$ cat src/rtl/css_min_pkg.sv
// Shared types, character codes, status codes and text tables of the CSS minifier.
// No dependencies; the parser, the emitter and the top level all import it.
package css_min_pkg;

   localparam int DEFAULT_HELD_DEPTH = 16;

   localparam int HEAD_LEN  = 8;
   localparam int TRAIL_LEN = 9;
   localparam int TAG_LEN   = 7;

   localparam logic [7:0] CH_SPACE  = 8'h20;
   localparam logic [7:0] CH_NL     = 8'h0a;
   localparam logic [7:0] CH_LT     = 8'h3c;
   localparam logic [7:0] CH_LBRACE = 8'h7b;
   localparam logic [7:0] CH_RBRACE = 8'h7d;
   localparam logic [7:0] CH_COLON  = 8'h3a;
   localparam logic [7:0] CH_SEMI   = 8'h3b;

   localparam logic [2:0] ST_RUNNING   = 3'd0;
   localparam logic [2:0] ST_DONE      = 3'd1;
   localparam logic [2:0] ST_NO_BRACE  = 3'd2;
   localparam logic [2:0] ST_NO_COLON  = 3'd3;
   localparam logic [2:0] ST_UNTERM    = 3'd4;
   localparam logic [2:0] ST_UNCLOSED  = 3'd5;
   localparam logic [2:0] ST_BAD_TAG   = 3'd6;
   localparam logic [2:0] ST_OVERFLOW  = 3'd7;

   typedef enum logic [2:0] {
      MODE_TOP   = 3'd0,
      MODE_SEL   = 3'd1,
      MODE_BLOCK = 3'd2,
      MODE_KEY   = 3'd3,
      MODE_VAL   = 3'd4,
      MODE_TAG   = 3'd5,
      MODE_STOP  = 3'd6
   } mode_type;

   // What one accepted byte asks the emitter to send, in this order:
   // header, replayed selector whitespace, up to two literals, trailer, status.
   typedef struct packed {
      logic       hdr;
      logic [1:0] lit_n;
      logic [7:0] lit0;
      logic [7:0] lit1;
      logic       trl;
      logic       stat;
      logic [2:0] code;
   } plan_type;

   function automatic logic [7:0] head_byte(input logic [3:0] idx);
      logic [7:0] c;
      case (idx)
         4'd0:    c = CH_LT;
         4'd1:    c = 8'h73;
         4'd2:    c = 8'h74;
         4'd3:    c = 8'h79;
         4'd4:    c = 8'h6c;
         4'd5:    c = 8'h65;
         4'd6:    c = 8'h3e;
         4'd7:    c = CH_NL;
         default: c = 8'h00;
      endcase
      return c;
   endfunction

   function automatic logic [7:0] trail_byte(input logic [3:0] idx);
      logic [7:0] c;
      case (idx)
         4'd0:    c = CH_LT;
         4'd1:    c = 8'h2f;
         4'd2:    c = 8'h73;
         4'd3:    c = 8'h74;
         4'd4:    c = 8'h79;
         4'd5:    c = 8'h6c;
         4'd6:    c = 8'h65;
         4'd7:    c = 8'h3e;
         4'd8:    c = CH_NL;
         default: c = 8'h00;
      endcase
      return c;
   endfunction

   function automatic logic [7:0] tag_byte(input logic [2:0] idx);
      logic [7:0] c;
      case (idx)
         3'd0:    c = 8'h2f;
         3'd1:    c = 8'h73;
         3'd2:    c = 8'h74;
         3'd3:    c = 8'h79;
         3'd4:    c = 8'h6c;
         3'd5:    c = 8'h65;
         3'd6:    c = 8'h3e;
         default: c = 8'h00;
      endcase
      return c;
   endfunction

endpackage

$ cat src/rtl/css_min_parse.sv
// Parser of the CSS minifier: mode register, counters and the per-byte decision.
// Depends on css_min_pkg; feeds plans and whitespace writes to css_min_seq.
module css_min_parse
   import css_min_pkg::*;
#(
   parameter int HELD_DEPTH = DEFAULT_HELD_DEPTH,
   parameter int CNT_W      = $clog2(HELD_DEPTH + 1),
   parameter int IDX_W      = (HELD_DEPTH > 1) ? $clog2(HELD_DEPTH) : 1
) (
   input  logic             clock,
   input  logic             reset,
   input  logic             csr_we,
   input  logic             csr_wdata,
   input  logic             accept,
   input  logic [7:0]       in_byte,
   input  logic             in_last,
   output plan_type         plan,
   output logic [CNT_W-1:0] plan_rep,
   output logic             hold_we,
   output logic [IDX_W-1:0] hold_idx,
   output logic [7:0]       hold_data
);

   logic             close_tag_ff;
   mode_type         mode_ff, mode_in;
   logic             started_ff, started_in;
   logic [CNT_W-1:0] count_ff, count_in;
   logic             need_ff, need_in;
   logic             word_ff, word_in;
   logic             semi_ff, semi_in;
   logic [2:0]       tag_ff, tag_in;

   always_ff @(posedge clock) begin
      if (reset) begin
         close_tag_ff <= 1'b0;
      end else if (csr_we) begin
         close_tag_ff <= csr_wdata;
      end
   end

   always_ff @(posedge clock) begin
      if (reset) begin
         mode_ff    <= MODE_TOP;
         started_ff <= 1'b0;
         count_ff   <= '0;
         need_ff    <= 1'b0;
         word_ff    <= 1'b0;
         semi_ff    <= 1'b0;
         tag_ff     <= '0;
      end else if (accept) begin
         mode_ff    <= mode_in;
         started_ff <= started_in;
         count_ff   <= count_in;
         need_ff    <= need_in;
         word_ff    <= word_in;
         semi_ff    <= semi_in;
         tag_ff     <= tag_in;
      end
   end

   always_comb begin
      logic space;
      space      = (in_byte <= CH_SPACE);
      mode_in    = mode_ff;
      started_in = 1'b1;
      count_in   = count_ff;
      need_in    = need_ff;
      word_in    = word_ff;
      semi_in    = semi_ff;
      tag_in     = tag_ff;
      plan       = '0;
      plan.hdr   = !started_ff;
      plan_rep   = '0;
      hold_we    = 1'b0;
      hold_idx   = count_ff[IDX_W-1:0];
      hold_data  = in_byte;

      case (mode_ff)
         MODE_TOP: begin
            if (!space) begin
               if (in_byte == CH_LT) begin
                  if (close_tag_ff) begin
                     tag_in  = '0;
                     mode_in = MODE_TAG;
                  end else begin
                     plan.trl  = 1'b1;
                     plan.stat = 1'b1;
                     plan.code = ST_DONE;
                     mode_in   = MODE_STOP;
                  end
               end else if (in_byte == CH_LBRACE) begin
                  plan.lit_n = 2'd1;
                  plan.lit0  = CH_LBRACE;
                  semi_in    = 1'b0;
                  mode_in    = MODE_BLOCK;
               end else begin
                  plan.lit_n = 2'd1;
                  plan.lit0  = in_byte;
                  count_in   = '0;
                  mode_in    = MODE_SEL;
               end
            end
         end
         MODE_SEL: begin
            if (in_byte == CH_LBRACE) begin
               count_in   = '0;
               plan.lit_n = 2'd1;
               plan.lit0  = CH_LBRACE;
               semi_in    = 1'b0;
               mode_in    = MODE_BLOCK;
            end else if (space) begin
               if (count_ff >= CNT_W'(HELD_DEPTH)) begin
                  plan.stat = 1'b1;
                  plan.code = ST_OVERFLOW;
                  mode_in   = MODE_STOP;
               end else begin
                  hold_we  = 1'b1;
                  count_in = count_ff + 1'b1;
               end
            end else begin
               // The held whitespace was not trailing after all: replay it first.
               plan_rep   = count_ff;
               count_in   = '0;
               plan.lit_n = 2'd1;
               plan.lit0  = in_byte;
            end
         end
         MODE_BLOCK: begin
            if (!space) begin
               if (in_byte == CH_RBRACE) begin
                  semi_in    = 1'b0;
                  plan.lit_n = 2'd2;
                  plan.lit0  = CH_RBRACE;
                  plan.lit1  = CH_NL;
                  mode_in    = MODE_TOP;
               end else begin
                  semi_in = 1'b0;
                  if (in_byte == CH_COLON) begin
                     mode_in = MODE_VAL;
                     need_in = 1'b0;
                     word_in = 1'b0;
                  end else begin
                     mode_in = MODE_KEY;
                  end
                  if (semi_ff) begin
                     plan.lit_n = 2'd2;
                     plan.lit0  = CH_SEMI;
                     plan.lit1  = in_byte;
                  end else begin
                     plan.lit_n = 2'd1;
                     plan.lit0  = in_byte;
                  end
               end
            end
         end
         MODE_KEY: begin
            plan.lit_n = 2'd1;
            plan.lit0  = in_byte;
            if (in_byte == CH_COLON) begin
               mode_in = MODE_VAL;
               need_in = 1'b0;
               word_in = 1'b0;
            end
         end
         MODE_VAL: begin
            if (space) begin
               word_in = 1'b0;
            end else if (in_byte == CH_SEMI) begin
               semi_in = 1'b1;
               word_in = 1'b0;
               mode_in = MODE_BLOCK;
            end else if (!word_ff && need_ff) begin
               plan.lit_n = 2'd2;
               plan.lit0  = CH_SPACE;
               plan.lit1  = in_byte;
               word_in    = 1'b1;
            end else begin
               plan.lit_n = 2'd1;
               plan.lit0  = in_byte;
               need_in    = 1'b1;
               word_in    = 1'b1;
            end
         end
         MODE_TAG: begin
            if (tag_ff < 3'(TAG_LEN) && in_byte == tag_byte(tag_ff)) begin
               tag_in = tag_ff + 1'b1;
               if (tag_in >= 3'(TAG_LEN)) begin
                  plan.trl  = 1'b1;
                  plan.stat = 1'b1;
                  plan.code = ST_DONE;
                  mode_in   = MODE_STOP;
               end
            end else begin
               plan.stat = 1'b1;
               plan.code = ST_BAD_TAG;
               mode_in   = MODE_STOP;
            end
         end
         default: begin
         end
      endcase

      if (in_last) begin
         case (mode_in)
            MODE_TOP: begin
               plan.trl  = 1'b1;
               plan.stat = 1'b1;
               plan.code = ST_DONE;
            end
            MODE_SEL: begin
               plan.stat = 1'b1;
               plan.code = ST_NO_BRACE;
            end
            MODE_BLOCK: begin
               plan.stat = 1'b1;
               plan.code = ST_UNCLOSED;
            end
            MODE_KEY: begin
               plan.stat = 1'b1;
               plan.code = ST_NO_COLON;
            end
            MODE_VAL: begin
               plan.stat = 1'b1;
               plan.code = ST_UNTERM;
            end
            MODE_TAG: begin
               plan.stat = 1'b1;
               plan.code = ST_BAD_TAG;
            end
            default: begin
            end
         endcase
         mode_in    = MODE_TOP;
         started_in = 1'b0;
         count_in   = '0;
         need_in    = 1'b0;
         word_in    = 1'b0;
         semi_in    = 1'b0;
         tag_in     = '0;
      end
   end

endmodule

$ cat src/rtl/css_min_seq.sv
// Emitter of the CSS minifier: plan register, held-whitespace shift line and
// the result register. Depends on css_min_pkg; driven by css_min_parse.
module css_min_seq
   import css_min_pkg::*;
#(
   parameter int HELD_DEPTH = DEFAULT_HELD_DEPTH,
   parameter int CNT_W      = $clog2(HELD_DEPTH + 1),
   parameter int IDX_W      = (HELD_DEPTH > 1) ? $clog2(HELD_DEPTH) : 1
) (
   input  logic             clock,
   input  logic             reset,
   input  logic             load,
   input  plan_type         plan,
   input  logic [CNT_W-1:0] plan_rep,
   input  logic             hold_we,
   input  logic [IDX_W-1:0] hold_idx,
   input  logic [7:0]       hold_data,
   output logic             free,
   output logic             rsp_tvalid,
   input  logic             rsp_tready,
   output logic [15:0]      rsp_tdata,
   output logic             rsp_tuser,
   output logic             rsp_tlast
);

   logic [7:0]       held_ff [HELD_DEPTH];
   logic             hdr_ff, trl_ff, stat_ff;
   logic [3:0]       idx_ff;
   logic [CNT_W-1:0] rep_ff;
   logic [1:0]       litn_ff;
   logic [7:0]       lit0_ff, lit1_ff;
   logic [2:0]       code_ff;

   logic             valid_ff, bvalid_ff, last_ff;
   logic [7:0]       byte_ff;
   logic [2:0]       status_ff;

   logic             busy, emit, cur_last, cur_bvalid, rep_now;
   logic [7:0]       cur_byte;
   logic [2:0]       cur_status;

   // Pick the element at the head of the plan and whether it is the final one.
   always_comb begin
      logic rep_any, lit_any;
      rep_any    = (rep_ff != '0);
      lit_any    = (litn_ff != 2'd0);
      busy       = hdr_ff || rep_any || lit_any || trl_ff || stat_ff;
      cur_byte   = 8'h00;
      cur_bvalid = 1'b1;
      cur_status = ST_RUNNING;
      cur_last   = 1'b0;
      rep_now    = 1'b0;
      if (hdr_ff) begin
         cur_byte = head_byte(idx_ff);
         cur_last = (idx_ff == 4'(HEAD_LEN - 1)) && !(rep_any || lit_any || trl_ff || stat_ff);
      end else if (rep_any) begin
         rep_now  = 1'b1;
         cur_byte = held_ff[0];
         cur_last = (rep_ff == CNT_W'(1)) && !(lit_any || trl_ff || stat_ff);
      end else if (lit_any) begin
         cur_byte = lit0_ff;
         cur_last = (litn_ff == 2'd1) && !(trl_ff || stat_ff);
      end else if (trl_ff) begin
         cur_byte = trail_byte(idx_ff);
         cur_last = (idx_ff == 4'(TRAIL_LEN - 1)) && !stat_ff;
      end else begin
         cur_bvalid = 1'b0;
         cur_status = code_ff;
         cur_last   = 1'b1;
      end
   end

   assign emit = busy && (!valid_ff || rsp_tready);
   assign free = !busy || (emit && cur_last);

   always_ff @(posedge clock) begin
      if (reset) begin
         hdr_ff  <= 1'b0;
         trl_ff  <= 1'b0;
         stat_ff <= 1'b0;
         rep_ff  <= '0;
         litn_ff <= 2'd0;
         idx_ff  <= 4'd0;
      end else if (load) begin
         hdr_ff  <= plan.hdr;
         trl_ff  <= plan.trl;
         stat_ff <= plan.stat;
         rep_ff  <= plan_rep;
         litn_ff <= plan.lit_n;
         idx_ff  <= 4'd0;
      end else if (emit) begin
         if (hdr_ff) begin
            if (idx_ff == 4'(HEAD_LEN - 1)) begin
               hdr_ff <= 1'b0;
               idx_ff <= 4'd0;
            end else begin
               idx_ff <= idx_ff + 4'd1;
            end
         end else if (rep_now) begin
            rep_ff <= rep_ff - 1'b1;
         end else if (litn_ff != 2'd0) begin
            litn_ff <= litn_ff - 2'd1;
         end else if (trl_ff) begin
            if (idx_ff == 4'(TRAIL_LEN - 1)) begin
               trl_ff <= 1'b0;
               idx_ff <= 4'd0;
            end else begin
               idx_ff <= idx_ff + 4'd1;
            end
         end else begin
            stat_ff <= 1'b0;
         end
      end
   end

   always_ff @(posedge clock) begin
      if (load) begin
         lit0_ff <= plan.lit0;
         lit1_ff <= plan.lit1;
         code_ff <= plan.code;
      end else if (emit && !hdr_ff && !rep_now && litn_ff != 2'd0) begin
         lit0_ff <= lit1_ff;
      end
   end

   // Held whitespace: written at the fill position, drained from the head.
   always_ff @(posedge clock) begin
      for (int i = 0; i < HELD_DEPTH; i++) begin
         if (hold_we && hold_idx == IDX_W'(i)) begin
            held_ff[i] <= hold_data;
         end else if (emit && rep_now && i < HELD_DEPTH - 1) begin
            held_ff[i] <= held_ff[(i + 1) % HELD_DEPTH];
         end
      end
   end

   always_ff @(posedge clock) begin
      if (reset) begin
         valid_ff <= 1'b0;
      end else if (emit) begin
         valid_ff <= 1'b1;
      end else if (rsp_tready) begin
         valid_ff <= 1'b0;
      end
   end

   always_ff @(posedge clock) begin
      if (emit) begin
         byte_ff   <= cur_byte;
         bvalid_ff <= cur_bvalid;
         status_ff <= cur_status;
         last_ff   <= cur_last;
      end
   end

   assign rsp_tvalid = valid_ff;
   assign rsp_tdata  = {5'd0, status_ff, byte_ff};
   assign rsp_tuser  = bvalid_ff;
   assign rsp_tlast  = last_ff;

   a_load_when_free: assert property (@(posedge clock) disable iff (reset)
      load |-> (!busy || (emit && cur_last)))
      else $error("plan loaded while earlier results are still pending");

   a_status_is_last: assert property (@(posedge clock) disable iff (reset)
      (rsp_tvalid && !rsp_tuser) |-> rsp_tlast)
      else $error("status result is not the last of its byte");

   a_status_nonzero: assert property (@(posedge clock) disable iff (reset)
      (rsp_tvalid && !rsp_tuser) |-> (rsp_tdata[10:8] != ST_RUNNING))
      else $error("status result carries the running code");

   a_byte_status_zero: assert property (@(posedge clock) disable iff (reset)
      (rsp_tvalid && rsp_tuser) |-> (rsp_tdata[10:8] == ST_RUNNING))
      else $error("byte result carries a status code");

   a_replay_idle_input: assert property (@(posedge clock) disable iff (reset)
      (emit && rep_now) |-> !load)
      else $error("new byte accepted during whitespace replay");

endmodule

$ cat src/rtl/css_stream_minifier_top.sv
// Top level of the CSS stream minifier: stream ports, configuration register port.
// Depends on css_min_pkg and instantiates css_min_parse and css_min_seq.
//
//   channel   direction  beat carries
//   req_*     in         one raw CSS byte and the end-of-message flag
//   rsp_*     out        one minified byte or one status code
//   csr_*     in         require_close_tag, write only, no read-back
//
// While rsp_tready is high, a byte that gives at most one result is taken every cycle:
// the parser decides everything for it in the cycle of acceptance and the emitter
// registers the result. A byte with more results holds req_tready low until its
// last result is sent, as the single result register sends one beat per cycle (up to
// 8 header bytes, held selector whitespace, two literals, 9 trailer bytes, a status).
// Reset is synchronous and active high; it clears the parser and the emitter
// but not the held whitespace, which is read only after it is written.
// A stalled rsp_tready holds the result register; one further byte is still
// accepted while a result waits, and its plan waits in the emitter.
module css_stream_minifier_top
   import css_min_pkg::*;
#(
   parameter int HELD_SPACE_DEPTH = DEFAULT_HELD_DEPTH
) (
   input  logic        clock,
   input  logic        reset,
   // Configuration: require_close_tag.
   input  logic        csr_we,
   input  logic        csr_wdata,
   // Input stream. tdata: in_byte[7:0]. tlast: in_last.
   input  logic        req_tvalid,
   output logic        req_tready,
   input  logic [7:0]  req_tdata,
   input  logic        req_tlast,
   // Result stream. tdata: out_byte[7:0], status[10:8], zero[15:11].
   // tuser: byte_valid. tlast: run_last.
   output logic        rsp_tvalid,
   input  logic        rsp_tready,
   output logic [15:0] rsp_tdata,
   output logic        rsp_tuser,
   output logic        rsp_tlast
);

   localparam int CNT_W = $clog2(HELD_SPACE_DEPTH + 1);
   localparam int IDX_W = (HELD_SPACE_DEPTH > 1) ? $clog2(HELD_SPACE_DEPTH) : 1;

   logic             accept;
   logic             free;
   plan_type         plan;
   logic [CNT_W-1:0] plan_rep;
   logic             hold_we;
   logic [IDX_W-1:0] hold_idx;
   logic [7:0]       hold_data;

   // A beat is taken whenever the emitter's plan will be empty at this edge.
   assign req_tready = free;
   assign accept     = req_tvalid && free;

   css_min_parse #(
      .HELD_DEPTH (HELD_SPACE_DEPTH),
      .CNT_W      (CNT_W),
      .IDX_W      (IDX_W)
   ) u_parse (
      .clock     (clock),
      .reset     (reset),
      .csr_we    (csr_we),
      .csr_wdata (csr_wdata),
      .accept    (accept),
      .in_byte   (req_tdata),
      .in_last   (req_tlast),
      .plan      (plan),
      .plan_rep  (plan_rep),
      .hold_we   (hold_we),
      .hold_idx  (hold_idx),
      .hold_data (hold_data)
   );

   // Writes into the held whitespace only count for accepted beats.
   css_min_seq #(
      .HELD_DEPTH (HELD_SPACE_DEPTH),
      .CNT_W      (CNT_W),
      .IDX_W      (IDX_W)
   ) u_seq (
      .clock      (clock),
      .reset      (reset),
      .load       (accept),
      .plan       (plan),
      .plan_rep   (plan_rep),
      .hold_we    (hold_we && accept),
      .hold_idx   (hold_idx),
      .hold_data  (hold_data),
      .free       (free),
      .rsp_tvalid (rsp_tvalid),
      .rsp_tready (rsp_tready),
      .rsp_tdata  (rsp_tdata),
      .rsp_tuser  (rsp_tuser),
      .rsp_tlast  (rsp_tlast)
   );

endmodule

$ cat config.mk
export PLATFORM = sky130hd
export DESIGN_NAME = css_stream_minifier_top
export DESIGN_NICKNAME = d
export VERILOG_FILES = /design/src/rtl/css_min_pkg.sv /design/src/rtl/css_min_parse.sv /design/src/rtl/css_min_seq.sv /design/src/rtl/css_stream_minifier_top.sv
export SDC_FILE = /design/constraint.sdc
export NUM_CORES = 1
export LEC_CHECK = 0
export ABC_AREA = 1
export BUFFER_PORTS_ARGS = -buffer_cell sky130_fd_sc_hd__buf_2
export CAP_MARGIN = 30
export CORE_ASPECT_RATIO = 0.7
export CORE_MARGIN = 4
export CORE_UTILIZATION = 40
export DETAILED_ROUTE_END_ITERATION = 7
export PLACE_DENSITY = 0.62
export SLEW_MARGIN = 20
export SYNTH_ARGS = -nofsm -noshare
export SYNTH_HDL_FRONTEND = slang
export SYNTH_SLANG_ARGS = --single-unit
$ cat constraint.sdc
create_clock -name clock -period 7.85 [get_ports clock]
set_input_delay 0.3925 -clock clock [delete_from_list [all_inputs] [get_ports clock]]
set_output_delay 0.3925 -clock clock [all_outputs]
set_load 0.03 [all_outputs]
==> results of run 1 <==
[power breakdown]
group / internal, µW / switching (µW)
combinational: 612 / 1640
sequential: 2010 / 169
clock: 626 / 426
[cell usage in the layout, fill, tap and decap left out, types with 6 or more instances in the layout]
cell / synthesis / routed
sky130_fd_sc_hd__dfxtp_1: 45 / 45
sky130_fd_sc_hd__clkbuf_16: 0 / 25
sky130_fd_sc_hd__nand2_2: 13 / 13
sky130_fd_sc_hd__ha_1: 22 / 22
sky130_fd_sc_hd__nor2_1: 93 / 92
sky130_fd_sc_hd__nand3_1: 182 / 182
sky130_fd_sc_hd__inv_2: 6 / 6
sky130_fd_sc_hd__edfxtp_1: 160 / 160
sky130_fd_sc_hd__a21oi_1: 49 / 49
sky130_fd_sc_hd__nand4_4: 12 / 12
sky130_fd_sc_hd__nand2_1: 391 / 391
sky130_fd_sc_hd__o21ai_0: 60 / 60
sky130_fd_sc_hd__nor3_1: 10 / 10
sky130_fd_sc_hd__buf_2: 8 / 29
sky130_fd_sc_hd__inv_1: 80 / 80
[cell type report]
type	count	area, µm²	area share [%]
Clock inverter	11	82.6	0.700
Timing Repair Buffer	32	168	1.42
Sequential cell	205	5710	48.4
Clock buffer	29	661	5.60
Multi-Input combinational cell	888	4400	37.3
Inverter	88	335	2.84
Tap cell	357	447	3.79
[cell families (layout without fill, tap and decap cells)]
kind of cell    after synthesis  count (layout)  share of synthesized area [%]
compound gates              132             132                           6.64
mux                           1               1                         0.0935
fa+ha+maj                    22              22                           2.57
xor+xnor                      6               6                          0.491
buf+inv                     143             160                           5.83
flops                       205             205                           53.3
other cells                   1               5                         0.0350
simple gates                722             722                           31.1
[cell usage after synthesis (all sizes together) (3+ instances only)]
| cell | number |
|---|---|
| clkbuf | 32 |
| nor2 | 95 |
| edfxtp | 160 |
| inv | 86 |
| nand4 | 19 |
| or2 | 3 |
| a21oi | 51 |
| nor3 | 13 |
| o31ai | 3 |
| o21ai | 64 |
| a31oi | 5 |
| buf | 23 |
| dfxtp | 45 |
| ha | 22 |
| nand2 | 408 |
| nand3 | 184 |
| xor2 | 5 |
[path summary, 6_finish.rpt]
path / to / cells after the start / from
setup / recovery: u_seq.held_ff[0][20] / 6 / u_seq.hdr_ff
hold / removal: u_parse.close_tag_ff / 3 / csr_wdata
setup reg to reg: u_seq.held_ff[0][20] / 6 / u_seq.hdr_ff
hold reg to reg: u_parse.word_ff / 2 / u_parse.word_ff
[per-stage QoR]
step	setup slack (ns)	hold slack, ns	power (µW)	instance area, µm²	utilization [%]
2_1_floorplan	5.06	0.425	3960	10700	-
3_3_place_gp	4.27	0.443	4390	11100	42.5
3_5_place_dp	4.15	0.448	4450	11100	42.5
4_1_cts	4.12	0.0988	5520	11800	45.4
5_1_grt	3.74	0.165	5940	11800	45.4
6_report	4.13	0.119	5480	11800	45.4
[worst max-delay path: stages, from the launching register on]
cell and delay [ns]:
sky130_fd_sc_hd__dfxtp_1 0.71, sky130_fd_sc_hd__inv_1 0.25, sky130_fd_sc_hd__nand3_1 0.22, sky130_fd_sc_hd__nand2_1 0.18, sky130_fd_sc_hd__nor2_4 0.68, sky130_fd_sc_hd__clkinv_1 0.77, sky130_fd_sc_hd__nand2_1 0.56
[sequential cells by signal (all words and copies together) (netlist names), 3 cells and up, named ones only]
name	count
u_seq.lit0_ff	8
u_seq.lit1_ff	8
u_parse.count_ff	5
u_seq.idx_ff	4
u_parse.mode_ff	3
u_seq.rep_ff	5
u_seq.code_ff	3
u_parse.tag_ff	3
u_seq.held_ff	128
u_seq.status_ff	3
u_seq.byte_ff	8
[layer usage]
metal / up-vias / track usage [%] / part of all wire [%]
met5: - / 0 / 0
li1: 4169 / - / -
met3: 22 / 2.76 / 7.2
met1: 3817 / 26.4 / 51
met4: 0 / 2.55 / 1.3
met2: 288 / 23.6 / 40
==> impl_metrics.prom, run 1 <==
# TYPE chip_impl_metric gauge
chip_impl_info{name="run_status",value="finished clean"} 1
chip_impl_metric{name="postCtsSetupBuffers",unit=""} 0
chip_impl_metric{name="remaining_drc_errors",unit=""} 0
chip_impl_metric{name="netlist.area_leader.share",unit="%"} 44.9
chip_impl_metric{name="worst-path-max-fanout",unit=""} 36
chip_impl_metric{name="synth_area",unit="µm²"} 10700
chip_impl_metric{name="worstMarginPinSlew",unit="ns"} 0.844
chip_impl_metric{name="cts_made_buffers",unit=""} 22
chip_impl_metric{name="drt_pass1_iterations",unit=""} 5
chip_impl_metric{name="synth-edff-count",unit=""} 160
chip_impl_metric{name="setup_viol",unit=""} 0
chip_impl_metric{name="ys_seq_elements",unit=""} 205
chip_impl_metric{name="setup-tns-final",unit="ns"} 0
chip_impl_info{name="start_kind",value="flop"} 1
chip_impl_metric{name="core",unit="µm²"} 26000
chip_impl_metric{name="groute.usage.overall",unit="%"} 16.4
chip_impl_metric{name="floorplan.die_area",unit="µm²"} 29500
chip_impl_metric{name="antenna_found_initial",unit=""} 0
chip_impl_metric{name="synth_warnings",unit=""} 0
chip_impl_metric{name="total_leakage_power",unit="µW"} 0.00514
chip_impl_metric{name="numClockSinks",unit=""} 205
chip_impl_metric{name="final_max_slew_viol_count",unit=""} 0
chip_impl_metric{name="die_y",unit="µm"} 145
chip_impl_metric{name="synth.lib_cells_used.distinct",unit=""} 48
chip_impl_metric{name="crit_arrival",unit="ns"} 3.87
chip_impl_metric{name="clk_slew_on_worst_s_h_paths",unit="ns"} 0.06
chip_impl_metric{name="fmax",unit="MHz"} 269
chip_impl_metric{name="cts_max_level",unit=""} 1
chip_impl_metric{name="synth_seq_area_share",unit="%"} 53.3
chip_impl_metric{name="syn2layout_area_growth",unit="%"} 10.2
chip_impl_metric{name="synth_async_sr_flop_share",unit="%"} 0
chip_impl_metric{name="num_vias",unit=""} 8296
chip_impl_metric{name="grt_start_max_net_pins",unit=""} 64
chip_impl_metric{name="final_nets",unit=""} 1274
chip_impl_metric{name="initial_core_util",unit="%"} 41.2
chip_impl_metric{name="cts.path.max_buffers",unit=""} 3
chip_impl_metric{name="grt_first_pass_wirelength",unit="µm"} 39800
chip_impl_info{name="yosys-top-cells-area",value="sky130_fd_sc_hd__edfxtp_1 (45%), sky130_fd_sc_hd__nand2_1 (14%), sky130_fd_sc_hd__nand3_1 (8.5%)"} 1
chip_impl_metric{name="chipWidth",unit="µm"} 204
chip_impl_metric{name="syn-instance-count",unit=""} 1232
chip_impl_metric{name="fill_cells",unit=""} 2563
chip_impl_metric{name="post_cts_resized",unit=""} 0
chip_impl_metric{name="diodes",unit=""} 0
chip_impl_metric{name="synthesis.area_per_instance",unit="µm²"} 8.69
chip_impl_metric{name="final-hold-violation-count",unit=""} 0
chip_impl_info{name="synth_top_flop_cell",value="sky130_fd_sc_hd__edfxtp_1"} 1
chip_impl_metric{name="maxCapViolCount",unit=""} 0
chip_impl_info{name="hold_path_class",value="input port to flop"} 1
chip_impl_info{name="kind_of_critical_path",value="flop to flop"} 1
chip_impl_metric{name="final_cells",unit=""} 1610
chip_impl_metric{name="antenna_left",unit=""} 0
chip_impl_metric{name="gr-total-overflow",unit=""} 0
chip_impl_metric{name="layout_worst_path_cycle_share",unit="%"} 47.4
chip_impl_metric{name="vdd.ir_drop.worst",unit="mV"} 0.204
chip_impl_metric{name="first_global_vias",unit=""} 7512
chip_impl_metric{name="clock_insertion_delay_worst_skew",unit="ns"} 0.50
chip_impl_metric{name="worst-r2r-setup-slack",unit="ns"} 4.13
chip_impl_metric{name="place_inst",unit=""} 1570
chip_impl_metric{name="wl_per_cell",unit="µm"} 15.0
chip_impl_info{name="yosysTopAreaCell",value="sky130_fd_sc_hd__edfxtp_1"} 1
chip_impl_metric{name="drt-vias-per-instance",unit=""} 5.15
chip_impl_metric{name="row_count",unit=""} 49
chip_impl_metric{name="design.portCount",unit=""} 35
chip_impl_info{name="rsz0062_at_grt",value="no"} 1
chip_impl_metric{name="cts_hold_repair.buffers",unit=""} 0
chip_impl_metric{name="postRouteWirelength",unit="µm"} 24100
chip_impl_metric{name="power.density",unit="nW/µm²"} 465
chip_impl_metric{name="placement.io_buffers",unit=""} 29
chip_impl_metric{name="share_of_layout_cells_above_drive_strength_1",unit="%"} 9.42
chip_impl_metric{name="finalWeightedCongestion",unit=""} 0.886
chip_impl_metric{name="finalClockSkew",unit="ns"} 0.00863
chip_impl_info{name="cts_tree",value="done"} 1
chip_impl_metric{name="initialDrtViolationCount",unit=""} 649
chip_impl_info{name="root_buffer",value="sky130_fd_sc_hd__clkbuf_16"} 1
chip_impl_metric{name="relSlewSlack",unit="%"} 43.6
chip_impl_metric{name="place.detailed.hpwl",unit="µm"} 16700
chip_impl_info{name="endpoint_kind",value="flop"} 1
chip_impl_metric{name="final_period_minus_worst_setup_slack",unit="ns"} 3.72
chip_impl_metric{name="crit_required",unit="ns"} 8.00
Note: power is estimated with default switching activity, not from simulation.
==> inputs of run 2 (changes only) <==
--- a/config.mk
+++ b/config.mk
@@ -5,14 +5,14 @@
 export SDC_FILE = /design/constraint.sdc
 export NUM_CORES = 1
 export LEC_CHECK = 0
-export ABC_AREA = 1
+export ABC_AREA = 0
 export BUFFER_PORTS_ARGS = -buffer_cell sky130_fd_sc_hd__buf_2
 export CAP_MARGIN = 30
 export CORE_ASPECT_RATIO = 0.7
 export CORE_MARGIN = 4
 export CORE_UTILIZATION = 40
 export DETAILED_ROUTE_END_ITERATION = 7
-export PLACE_DENSITY = 0.62
+export PLACE_DENSITY = 0.65
 export SLEW_MARGIN = 20
 export SYNTH_ARGS = -nofsm -noshare
 export SYNTH_HDL_FRONTEND = slang
==> constraint.sdc (replaced) <==
create_clock -name clock -period 3.2 [get_ports clock]
set_input_delay 0.16 -clock clock [delete_from_list [all_inputs] [get_ports clock]]
set_output_delay 0.16 -clock clock [all_outputs]
set_load 0.03 [all_outputs]
==> run 2 against run 1 <==
  * Global-route usage shrank 0.75 points
  * Worst hold slack got worse by 0.059 ns
  * Sequential power up 140%
  * Routed wire length is 6.0% lower
  * Worst setup slack lost 4.0 ns
  * Core utilization is 0.97 points higher
  * Combinational power grew 140%
  * Synthesized cell count fell by 27%
  * Power up 140%
  * Critical endpoint is now u_seq.held_ff[1][29]
==> impl_metrics.prom, run 2 <==
# TYPE chip_impl_metric gauge
chip_impl_info{name="run_status",value="finished clean"} 1
chip_impl_metric{name="power_switching_share",unit="%"} 35.7
chip_impl_info{name="launch_instance_of_the_worst_min_delay_path",value="req_tdata[7]"} 1
chip_impl_info{name="yosys-top-cells-count",value="sky130_fd_sc_hd__edfxtp_1 (160), sky130_fd_sc_hd__mux2_2 (78), sky130_fd_sc_hd__nand2_1 (64)"} 1
chip_impl_metric{name="p_clk_share",unit="%"} 18.5
chip_impl_metric{name="design.portCount",unit=""} 35
chip_impl_metric{name="core",unit="µm²"} 25600
chip_impl_metric{name="synth_compound_area_share",unit="%"} 13.4
chip_impl_metric{name="setup_viol",unit=""} 0
chip_impl_metric{name="grt_start_max_net_pins",unit=""} 31
chip_impl_metric{name="initial_core_util",unit="%"} 40.6
chip_impl_metric{name="final-hold-violation-count",unit=""} 0
chip_impl_metric{name="final_max_slew_viol_count",unit=""} 0
chip_impl_metric{name="syn-instance-count",unit=""} 896
chip_impl_info{name="root_buffer",value="sky130_fd_sc_hd__clkbuf_16"} 1
chip_impl_metric{name="worst_hold_path.num_cells",unit=""} 2
chip_impl_metric{name="wl_per_cell",unit="µm"} 17.6
chip_impl_metric{name="p_int",unit="µW"} 8390
chip_impl_metric{name="final_cells",unit=""} 1285
chip_impl_metric{name="final_nets",unit=""} 976
chip_impl_metric{name="chipWidth",unit="µm"} 201
chip_impl_info{name="hold_path_class",value="input port to flop"} 1
chip_impl_info{name="most_common_library_cell_in_the_layout_ignoring_fill_and_taps",value="sky130_fd_sc_hd__edfxtp_1"} 1
chip_impl_metric{name="place_inst",unit=""} 1244
chip_impl_metric{name="postRouteWirelength",unit="µm"} 22600
chip_impl_metric{name="floorplan.die_area",unit="µm²"} 28700
chip_impl_info{name="start_kind",value="flop"} 1
chip_impl_metric{name="synth-edff-count",unit=""} 160
chip_impl_metric{name="clk_slew_on_worst_s_h_paths",unit="ns"} 0.07
chip_impl_metric{name="maxCapViolCount",unit=""} 0
chip_impl_metric{name="placement.io_buffers",unit=""} 29
chip_impl_metric{name="largest_register_ff_count",unit=""} 128
chip_impl_metric{name="synth.lib_cells_used.distinct",unit=""} 71
chip_impl_info{name="yosysTopAreaCell",value="sky130_fd_sc_hd__edfxtp_1"} 1
chip_impl_metric{name="worst-r2r-setup-slack",unit="ns"} 0.13
chip_impl_metric{name="drt_pass1_iterations",unit=""} 5
chip_impl_metric{name="netlist.area_leader.share",unit="%"} 46.2
chip_impl_metric{name="synth_async_sr_flop_share",unit="%"} 0
chip_impl_metric{name="syn2layout_area_growth",unit="%"} 14.1
chip_impl_metric{name="power",unit="µW"} 13100
chip_impl_metric{name="cts.path.max_buffers",unit=""} 3
chip_impl_metric{name="first_global_vias",unit=""} 6932
chip_impl_metric{name="power.sequential.fraction",unit="%"} 39.4
chip_impl_metric{name="synth_seq_area_share",unit="%"} 54.8
chip_impl_info{name="rsz0062_at_grt",value="yes"} 1
chip_impl_metric{name="fmax",unit="MHz"} 325
chip_impl_metric{name="cts_max_level",unit=""} 1
chip_impl_metric{name="antenna_found_initial",unit=""} 0
chip_impl_metric{name="diodes",unit=""} 0
chip_impl_metric{name="total_leakage_power",unit="µW"} 0.00434
chip_impl_metric{name="grt_first_pass_wirelength",unit="µm"} 37200
chip_impl_metric{name="gr-total-overflow",unit=""} 0
chip_impl_metric{name="synthesis.area_per_instance",unit="µm²"} 11.6
chip_impl_info{name="dominant_combinational_cell_family_by_area_after_synthesis",value="simple AND/OR/NAND/NOR gates"} 1
chip_impl_info{name="endpoint_kind",value="flop"} 1
chip_impl_info{name="final_cell_mix",value="sky130_fd_sc_hd__edfxtp_1 (160), sky130_fd_sc_hd__mux2_2 (78), sky130_fd_sc_hd__nand2_1 (60)"} 1
chip_impl_metric{name="relSlewSlack",unit="%"} 48.0
chip_impl_metric{name="initialDrtViolationCount",unit=""} 714
chip_impl_metric{name="crit_required",unit="ns"} 3.45
chip_impl_info{name="register_bank_with_the_most_flops",value="u_seq.held_ff"} 1
chip_impl_info{name="synth.most_common_cell",value="sky130_fd_sc_hd__edfxtp_1"} 1
chip_impl_metric{name="cts_made_buffers",unit=""} 21
chip_impl_metric{name="remaining_drc_errors",unit=""} 0
chip_impl_info{name="min_delay_worst_endpoint",value="u_seq.held_ff[1][63]"} 1
chip_impl_metric{name="place.detailed.hpwl",unit="µm"} 16300
chip_impl_metric{name="fill_cells",unit=""} 2344
chip_impl_metric{name="layout_worst_path_cycle_share",unit="%"} 96.1
chip_impl_metric{name="postCtsSetupBuffers",unit=""} 0
chip_impl_metric{name="synth_warnings",unit=""} 0
chip_impl_metric{name="synthMuxAreaShare",unit="%"} 10.7
chip_impl_metric{name="power.density",unit="nW/µm²"} 1100
chip_impl_metric{name="p_switching",unit="µW"} 4660
chip_impl_metric{name="groute.usage.overall",unit="%"} 15.7
chip_impl_metric{name="numClockSinks",unit=""} 205
chip_impl_metric{name="share_of_layout_cells_above_drive_strength_1",unit="%"} 23.5
chip_impl_metric{name="ys_seq_elements",unit=""} 205
chip_impl_metric{name="crit_arrival",unit="ns"} 3.32
chip_impl_info{name="kind_of_critical_path",value="flop to flop"} 1
chip_impl_metric{name="worstMarginPinSlew",unit="ns"} 0.779
chip_impl_metric{name="synth_area",unit="µm²"} 10400
chip_impl_metric{name="antenna_left",unit=""} 0
chip_impl_metric{name="power.share.combinational",unit="%"} 42.0
chip_impl_metric{name="finalWeightedCongestion",unit=""} 0.896
chip_impl_metric{name="synth-xor-area-share",unit="%"} 1.01
chip_impl_info{name="yosys-top-cells-area",value="sky130_fd_sc_hd__edfxtp_1 (46%), sky130_fd_sc_hd__dfxtp_1 (8.7%), sky130_fd_sc_hd__mux2_2 (8.4%)"} 1
chip_impl_metric{name="post_synth_and_or_nand_nor_area_fraction",unit="%"} 13.8
chip_impl_metric{name="ff2ff_path_depth",unit=""} 10
chip_impl_metric{name="drt-vias-per-instance",unit=""} 5.51
chip_impl_metric{name="final_period_minus_worst_setup_slack",unit="ns"} 3.07
chip_impl_metric{name="finalClockSkew",unit="ns"} 0.0233
chip_impl_metric{name="fin_worst_hold_slack",unit="ns"} 0.0608
chip_impl_metric{name="clock_insertion_delay_worst_skew",unit="ns"} 0.51
chip_impl_metric{name="row_count",unit=""} 49
chip_impl_info{name="cts_tree",value="done"} 1
chip_impl_metric{name="vdd.ir_drop.worst",unit="mV"} 0.549
chip_impl_info{name="synth_top_flop_cell",value="sky130_fd_sc_hd__edfxtp_1"} 1
chip_impl_info{name="worst_r2r_endpoint",value="u_seq.held_ff[1][29]"} 1
chip_impl_metric{name="die_y",unit="µm"} 143
chip_impl_info{name="launch_instance_of_the_worst_register_to_register_path",value="u_seq.rep_ff[0]"} 1
chip_impl_metric{name="num_vias",unit=""} 7076
chip_impl_metric{name="worst-path-max-fanout",unit=""} 15
chip_impl_metric{name="synth_fa_ha_area_share",unit="%"} 2.64
==> run 2: stage by stage <==
stage	area (µm²)	TNS (ns)	setup slack [ns]	util [%]
finish	11900	0	0.125	46.4
global route	11900	-0.0753	-0.0159	46.4
CTS	11800	0	0.00189	46.1
detailed placement	11100	0	0.0125	43.3
global placement	11100	0	0.118	43.3
floorplan	10400	0	0.188	-
==> run 2: how the worst max path moves through the flow <==
| stage | startpoint | end |
|---|---|---|
| after floorplan | u_seq.rep_ff[0] | flop |
| after global placement | u_seq.rep_ff[0] | u_seq.held_ff[0][26] |
| after detailed placement | u_seq.rep_ff[0] | u_seq.held_ff[1][29] |
| after CTS | u_seq.rep_ff[0] | u_seq.held_ff[1][8] |
| after global routing | u_seq.rep_ff[0] | u_seq.held_ff[0][28] |
| final | u_seq.rep_ff[0] | u_seq.held_ff[1][29] |
==> run 2: logic make-up (layout without fill, tap and decap cells) <==
logic type | after synthesis | in the layout
xor gates and xnor gates | 12 | 12
and+or+nand+nor | 270 | 270
muxes | 100 | 100
buffers and inverters | 89 | 143
other | 1 | 5
DFF | 205 | 205
AOI/OAI and AO/OA | 197 | 197
adders and majority gates | 22 | 22
==> run 2: layout make-up <==
class | instances | area [µm²] | share of cell area [%]
Tap cell | 331 | 414 | 3.49
Multi-Input combinational cell | 606 | 4430 | 37.3
Timing Repair Buffer | 77 | 551 | 4.63
Sequential cell | 205 | 5710 | 48.0
Inverter | 28 | 105 | 0.884
Clock buffer | 28 | 583 | 4.91
Clock inverter | 10 | 93.8 | 0.790
==> run 2: worst max-delay path: stages (launching register included) <==
cell and delay, ns:
sky130_fd_sc_hd__dfxtp_1 0.35, sky130_fd_sc_hd__inv_1 0.07, sky130_fd_sc_hd__ha_2 0.19, sky130_fd_sc_hd__or3b_4 0.42, sky130_fd_sc_hd__o32ai_1 0.17, sky130_fd_sc_hd__nand3_1 0.17, sky130_fd_sc_hd__and2_1 0.25, sky130_fd_sc_hd__nor4_4 0.35
sky130_fd_sc_hd__buf_12 0.23, sky130_fd_sc_hd__a31oi_2 0.23, sky130_fd_sc_hd__mux2_2 0.36
==> run 2: what timing repair did <==
item                       in CTS  in global routing
setup endpoints to repair      12                129
gates resized for setup         4                 17
hold buffers                    3                  0
pin swaps                       0                  0
hold endpoints to repair        2                  0
cloned                          0                  0
==> run 2: metal layers <==
metal / vias to the layer above / share of wire, % / GRT usage (%) / wire length (µm)
li1: 3408 / - / - / -
met1: 3440 / 52 / 24.7 / 11700
met2: 200 / 41 / 22.7 / 9180
met3: 28 / 6.4 / 3.18 / 1440
met4: 0 / 1.4 / 2.61 / 323
met5: - / 0 / 0 / 0
==> run 2: power by group through the flow <==
stage	Sequential (µW)	Clock [µW]	Combinational, µW
6_report	5140	2420	5490
5_1_grt	5250	2590	6050
4_1_cts	5150	2480	5430
3_5_place_dp	5200	0	5370
3_3_place_gp	5190	0	5290
2_1_floorplan	5270	0	3730
==> inputs of run 3 (changes only) <==
--- a/config.mk
+++ b/config.mk
@@ -10,9 +10,9 @@
 export CAP_MARGIN = 30
 export CORE_ASPECT_RATIO = 0.7
 export CORE_MARGIN = 4
-export CORE_UTILIZATION = 40
+export CORE_UTILIZATION = 56
 export DETAILED_ROUTE_END_ITERATION = 7
-export PLACE_DENSITY = 0.65
+export PLACE_DENSITY = 0.83
 export SLEW_MARGIN = 20
 export SYNTH_ARGS = -nofsm -noshare
 export SYNTH_HDL_FRONTEND = slang
==> run 3 against run 2 <==
  * Sequential cell count stayed put
  * Worst setup slack better by 0.029 ns
  * Die area is 27% lower
  * Register-to-register slack better by 0.03 ns
  * Final cell count is 7.6% lower
  * Via count is 2.0% higher
  * Combinational power hardly changed
  * Routed wire length is 1.4% lower
  * Cell area is 0.78% lower
  * Critical path type unchanged
  * Largest cell class unchanged
==> impl_metrics.prom, run 3 (synthesized netlist as in run 2, its figures left out) <==
# TYPE chip_impl_metric gauge
chip_impl_metric{name="placement.io_buffers",unit=""} 29
chip_impl_metric{name="fmax",unit="MHz"} 328
chip_impl_metric{name="cts.path.max_buffers",unit=""} 3
chip_impl_metric{name="layout_worst_path_cycle_share",unit="%"} 95.2
chip_impl_metric{name="place.detailed.hpwl",unit="µm"} 15500
chip_impl_metric{name="seq_area",unit="µm²"} 5710
chip_impl_info{name="worstPathCellList",value="inv_1 -> ha_2 -> or3b_4 -> o31a_1 -> or2_2 -> nor3_2 -> a21oi_2 -> nor3_2 -> buf_4 -> ha_1 -> inv_1 -> o31ai_1 -> a22o_1"} 1
chip_impl_info{name="root_buffer",value="sky130_fd_sc_hd__clkbuf_16"} 1
chip_impl_metric{name="p_clk_share",unit="%"} 18.6
chip_impl_metric{name="diodes",unit=""} 0
chip_impl_metric{name="cts_max_level",unit=""} 1
chip_impl_metric{name="gr-total-overflow",unit=""} 0
chip_impl_metric{name="relSlewSlack",unit="%"} 42.5
chip_impl_metric{name="first_global_vias",unit=""} 6940
chip_impl_metric{name="power",unit="µW"} 13100
chip_impl_metric{name="core",unit="µm²"} 18100
chip_impl_metric{name="setup_ws",unit="ns"} 0.154
chip_impl_metric{name="num_vias",unit=""} 7219
chip_impl_metric{name="power.share.combinational",unit="%"} 41.9
chip_impl_metric{name="initial_core_util",unit="%"} 57.5
chip_impl_metric{name="power_switching_share",unit="%"} 35.5
chip_impl_metric{name="vdd.ir_drop.worst",unit="mV"} 0.734
chip_impl_metric{name="wl_per_cell",unit="µm"} 18.8
chip_impl_metric{name="grt_first_pass_wirelength",unit="µm"} 35900
chip_impl_info{name="run_status",value="finished clean"} 1
chip_impl_metric{name="numClockSinks",unit=""} 205
chip_impl_metric{name="grt_start_max_net_pins",unit=""} 32
chip_impl_metric{name="finalWeightedCongestion",unit=""} 0.922
chip_impl_metric{name="final-hold-violation-count",unit=""} 0
chip_impl_metric{name="final_period_minus_worst_setup_slack",unit="ns"} 3.05
chip_impl_metric{name="row_count",unit=""} 41
chip_impl_metric{name="floorplan.die_area",unit="µm²"} 20900
chip_impl_metric{name="place_inst",unit=""} 1141
chip_impl_metric{name="drt-vias-per-instance",unit=""} 6.08
chip_impl_metric{name="groute.usage.overall",unit="%"} 21.2
chip_impl_metric{name="clock_insertion_delay_worst_skew",unit="ns"} 0.49
chip_impl_metric{name="p_switching",unit="µW"} 4650
chip_impl_metric{name="syn2layout_area_growth",unit="%"} 13.3
chip_impl_metric{name="final_max_slew_viol_count",unit=""} 0
chip_impl_metric{name="die_y",unit="µm"} 122
chip_impl_metric{name="antenna_found_initial",unit=""} 0
chip_impl_metric{name="largest_register_ff_count",unit=""} 128
chip_impl_info{name="hold_path_class",value="input port to flop"} 1
chip_impl_metric{name="cp_num_buf_inv",unit=""} 3
chip_impl_metric{name="clk_slew_on_worst_s_h_paths",unit="ns"} 0.06
chip_impl_info{name="start_kind",value="flop"} 1
chip_impl_metric{name="chipWidth",unit="µm"} 171
chip_impl_info{name="critical-path-top-delay-family",value="simple AND/OR/NAND/NOR gates"} 1
chip_impl_metric{name="combined_area_of_the_multi_input_logic_cells",unit="µm²"} 4460
chip_impl_metric{name="timing.critical_path.slowest_cell_delay",unit="ns"} 0.42
chip_impl_metric{name="p_int",unit="µW"} 8450
chip_impl_metric{name="final_nets",unit=""} 974
chip_impl_info{name="final_cell_mix",value="sky130_fd_sc_hd__edfxtp_1 (160), sky130_fd_sc_hd__mux2_2 (78), sky130_fd_sc_hd__nand2_1 (64)"} 1
chip_impl_info{name="cts_tree",value="done"} 1
chip_impl_metric{name="crit_arrival",unit="ns"} 3.48
chip_impl_metric{name="dpl_worst_slack",unit="ns"} -0.0261
chip_impl_info{name="endpoint_kind",value="flop"} 1
chip_impl_metric{name="worst-path-max-fanout",unit=""} 6
chip_impl_info{name="register_bank_with_the_most_flops",value="u_seq.held_ff"} 1
chip_impl_info{name="most_common_library_cell_in_the_layout_ignoring_fill_and_taps",value="sky130_fd_sc_hd__edfxtp_1"} 1
chip_impl_metric{name="fill_cells",unit=""} 1353
chip_impl_metric{name="maxCapViolCount",unit=""} 0
chip_impl_metric{name="power.sequential.fraction",unit="%"} 39.5
chip_impl_metric{name="detailed_place.area",unit="µm²"} 10900
chip_impl_info{name="kind_of_critical_path",value="flop to flop"} 1
chip_impl_info{name="critPathSlowestCell",value="sky130_fd_sc_hd__or3b_4"} 1
chip_impl_metric{name="setup_viol",unit=""} 0
chip_impl_metric{name="antenna_left",unit=""} 0
chip_impl_metric{name="cts_made_buffers",unit=""} 20
chip_impl_metric{name="finalClockSkew",unit="ns"} 0.00747
chip_impl_metric{name="initialDrtViolationCount",unit=""} 616
chip_impl_metric{name="final_cell_area",unit="µm²"} 11800
chip_impl_metric{name="share_of_layout_cells_above_drive_strength_1",unit="%"} 23.4
chip_impl_metric{name="power.density",unit="nW/µm²"} 1110
chip_impl_metric{name="drt_pass1_iterations",unit=""} 7
chip_impl_metric{name="worstMarginPinSlew",unit="ns"} 0.863
chip_impl_metric{name="crit_required",unit="ns"} 3.63
chip_impl_metric{name="final_cells",unit=""} 1187
chip_impl_metric{name="design.portCount",unit=""} 35
chip_impl_metric{name="postRouteWirelength",unit="µm"} 22300
chip_impl_metric{name="total_leakage_power",unit="µW"} 0.00432
chip_impl_metric{name="remaining_drc_errors",unit=""} 0
==> run 3: power by group through the flow <==
stage / Sequential (µW) / Clock [µW] / Combinational [µW]
2_1_floorplan: 5270 / 0 / 3730
3_3_place_gp: 5180 / 0 / 5010
3_5_place_dp: 5220 / 0 / 5190
4_1_cts: 5170 / 2470 / 5240
5_1_grt: 5270 / 2590 / 6000
6_report: 5170 / 2430 / 5490
==> run 3: what timing repair did <==
item                                    in CTS  in global routing
hold buffers                                 4                  0
pin swaps                                    0                  2
resized for setup                            0                 22
gates cloned                                 0                  0
buffers inserted                             0                  6
hold endpoints to repair                     3                  0
endpoints found under the setup margin      19                208
==> run 3: cell type report <==
type | instances | share of cell area [%]
Sequential cell | 205 | 48.4
Multi-Input combinational cell | 606 | 37.9
Clock buffer | 25 | 4.84
Timing Repair Buffer | 76 | 4.52
Tap cell | 236 | 2.50
Clock inverter | 11 | 0.966
Inverter | 28 | 0.923
==> run 3: stage by stage <==
step	TNS, ns	util (%)	hold slack [ns]
4_1_cts	-0.401	64.2	0.0356
2_1_floorplan	0	-	0.259
6_report	0	65.1	0.0565
3_5_place_dp	-0.104	60.2	0.419
3_3_place_gp	0	60.2	0.395
5_1_grt	-0.0442	65.1	0.0465
==> run 3: path summary, 6_finish.rpt <==
kind	cells past startpoint	slack, ns	start	to
setup / recovery	13	0.15	u_seq.rep_ff[0]	flop
hold / removal	1	0.06	req_tdata[6]	u_seq.held_ff[1][62]
setup reg to reg	13	0.15	u_seq.rep_ff[0]	flop
hold reg to reg	2	0.51	u_parse.semi_ff	u_parse.semi_ff
==> run 3: routing by layer <==
metal | track usage (%) | up-vias | wire (µm)
li1 | - | 3399 | -
met1 | 31.8 | 3545 | 10600
met2 | 32.2 | 239 | 9880
met3 | 3.99 | 36 | 1420
met4 | 4.70 | 0 | 382
met5 | 0 | - | 0
==> run 3: worst register-to-register path: stages, from the launching register on <==
cell	delay, ns
sky130_fd_sc_hd__dfxtp_1	0.35
sky130_fd_sc_hd__inv_1	0.07
sky130_fd_sc_hd__ha_2	0.19
sky130_fd_sc_hd__or3b_4	0.42
sky130_fd_sc_hd__o31a_1	0.34
sky130_fd_sc_hd__or2_2	0.33
sky130_fd_sc_hd__nor3_2	0.20
sky130_fd_sc_hd__a21oi_2	0.08
sky130_fd_sc_hd__nor3_2	0.20
sky130_fd_sc_hd__buf_4	0.18
sky130_fd_sc_hd__ha_1	0.16
sky130_fd_sc_hd__inv_1	0.04
sky130_fd_sc_hd__o31ai_1	0.25
sky130_fd_sc_hd__a22o_1	0.18
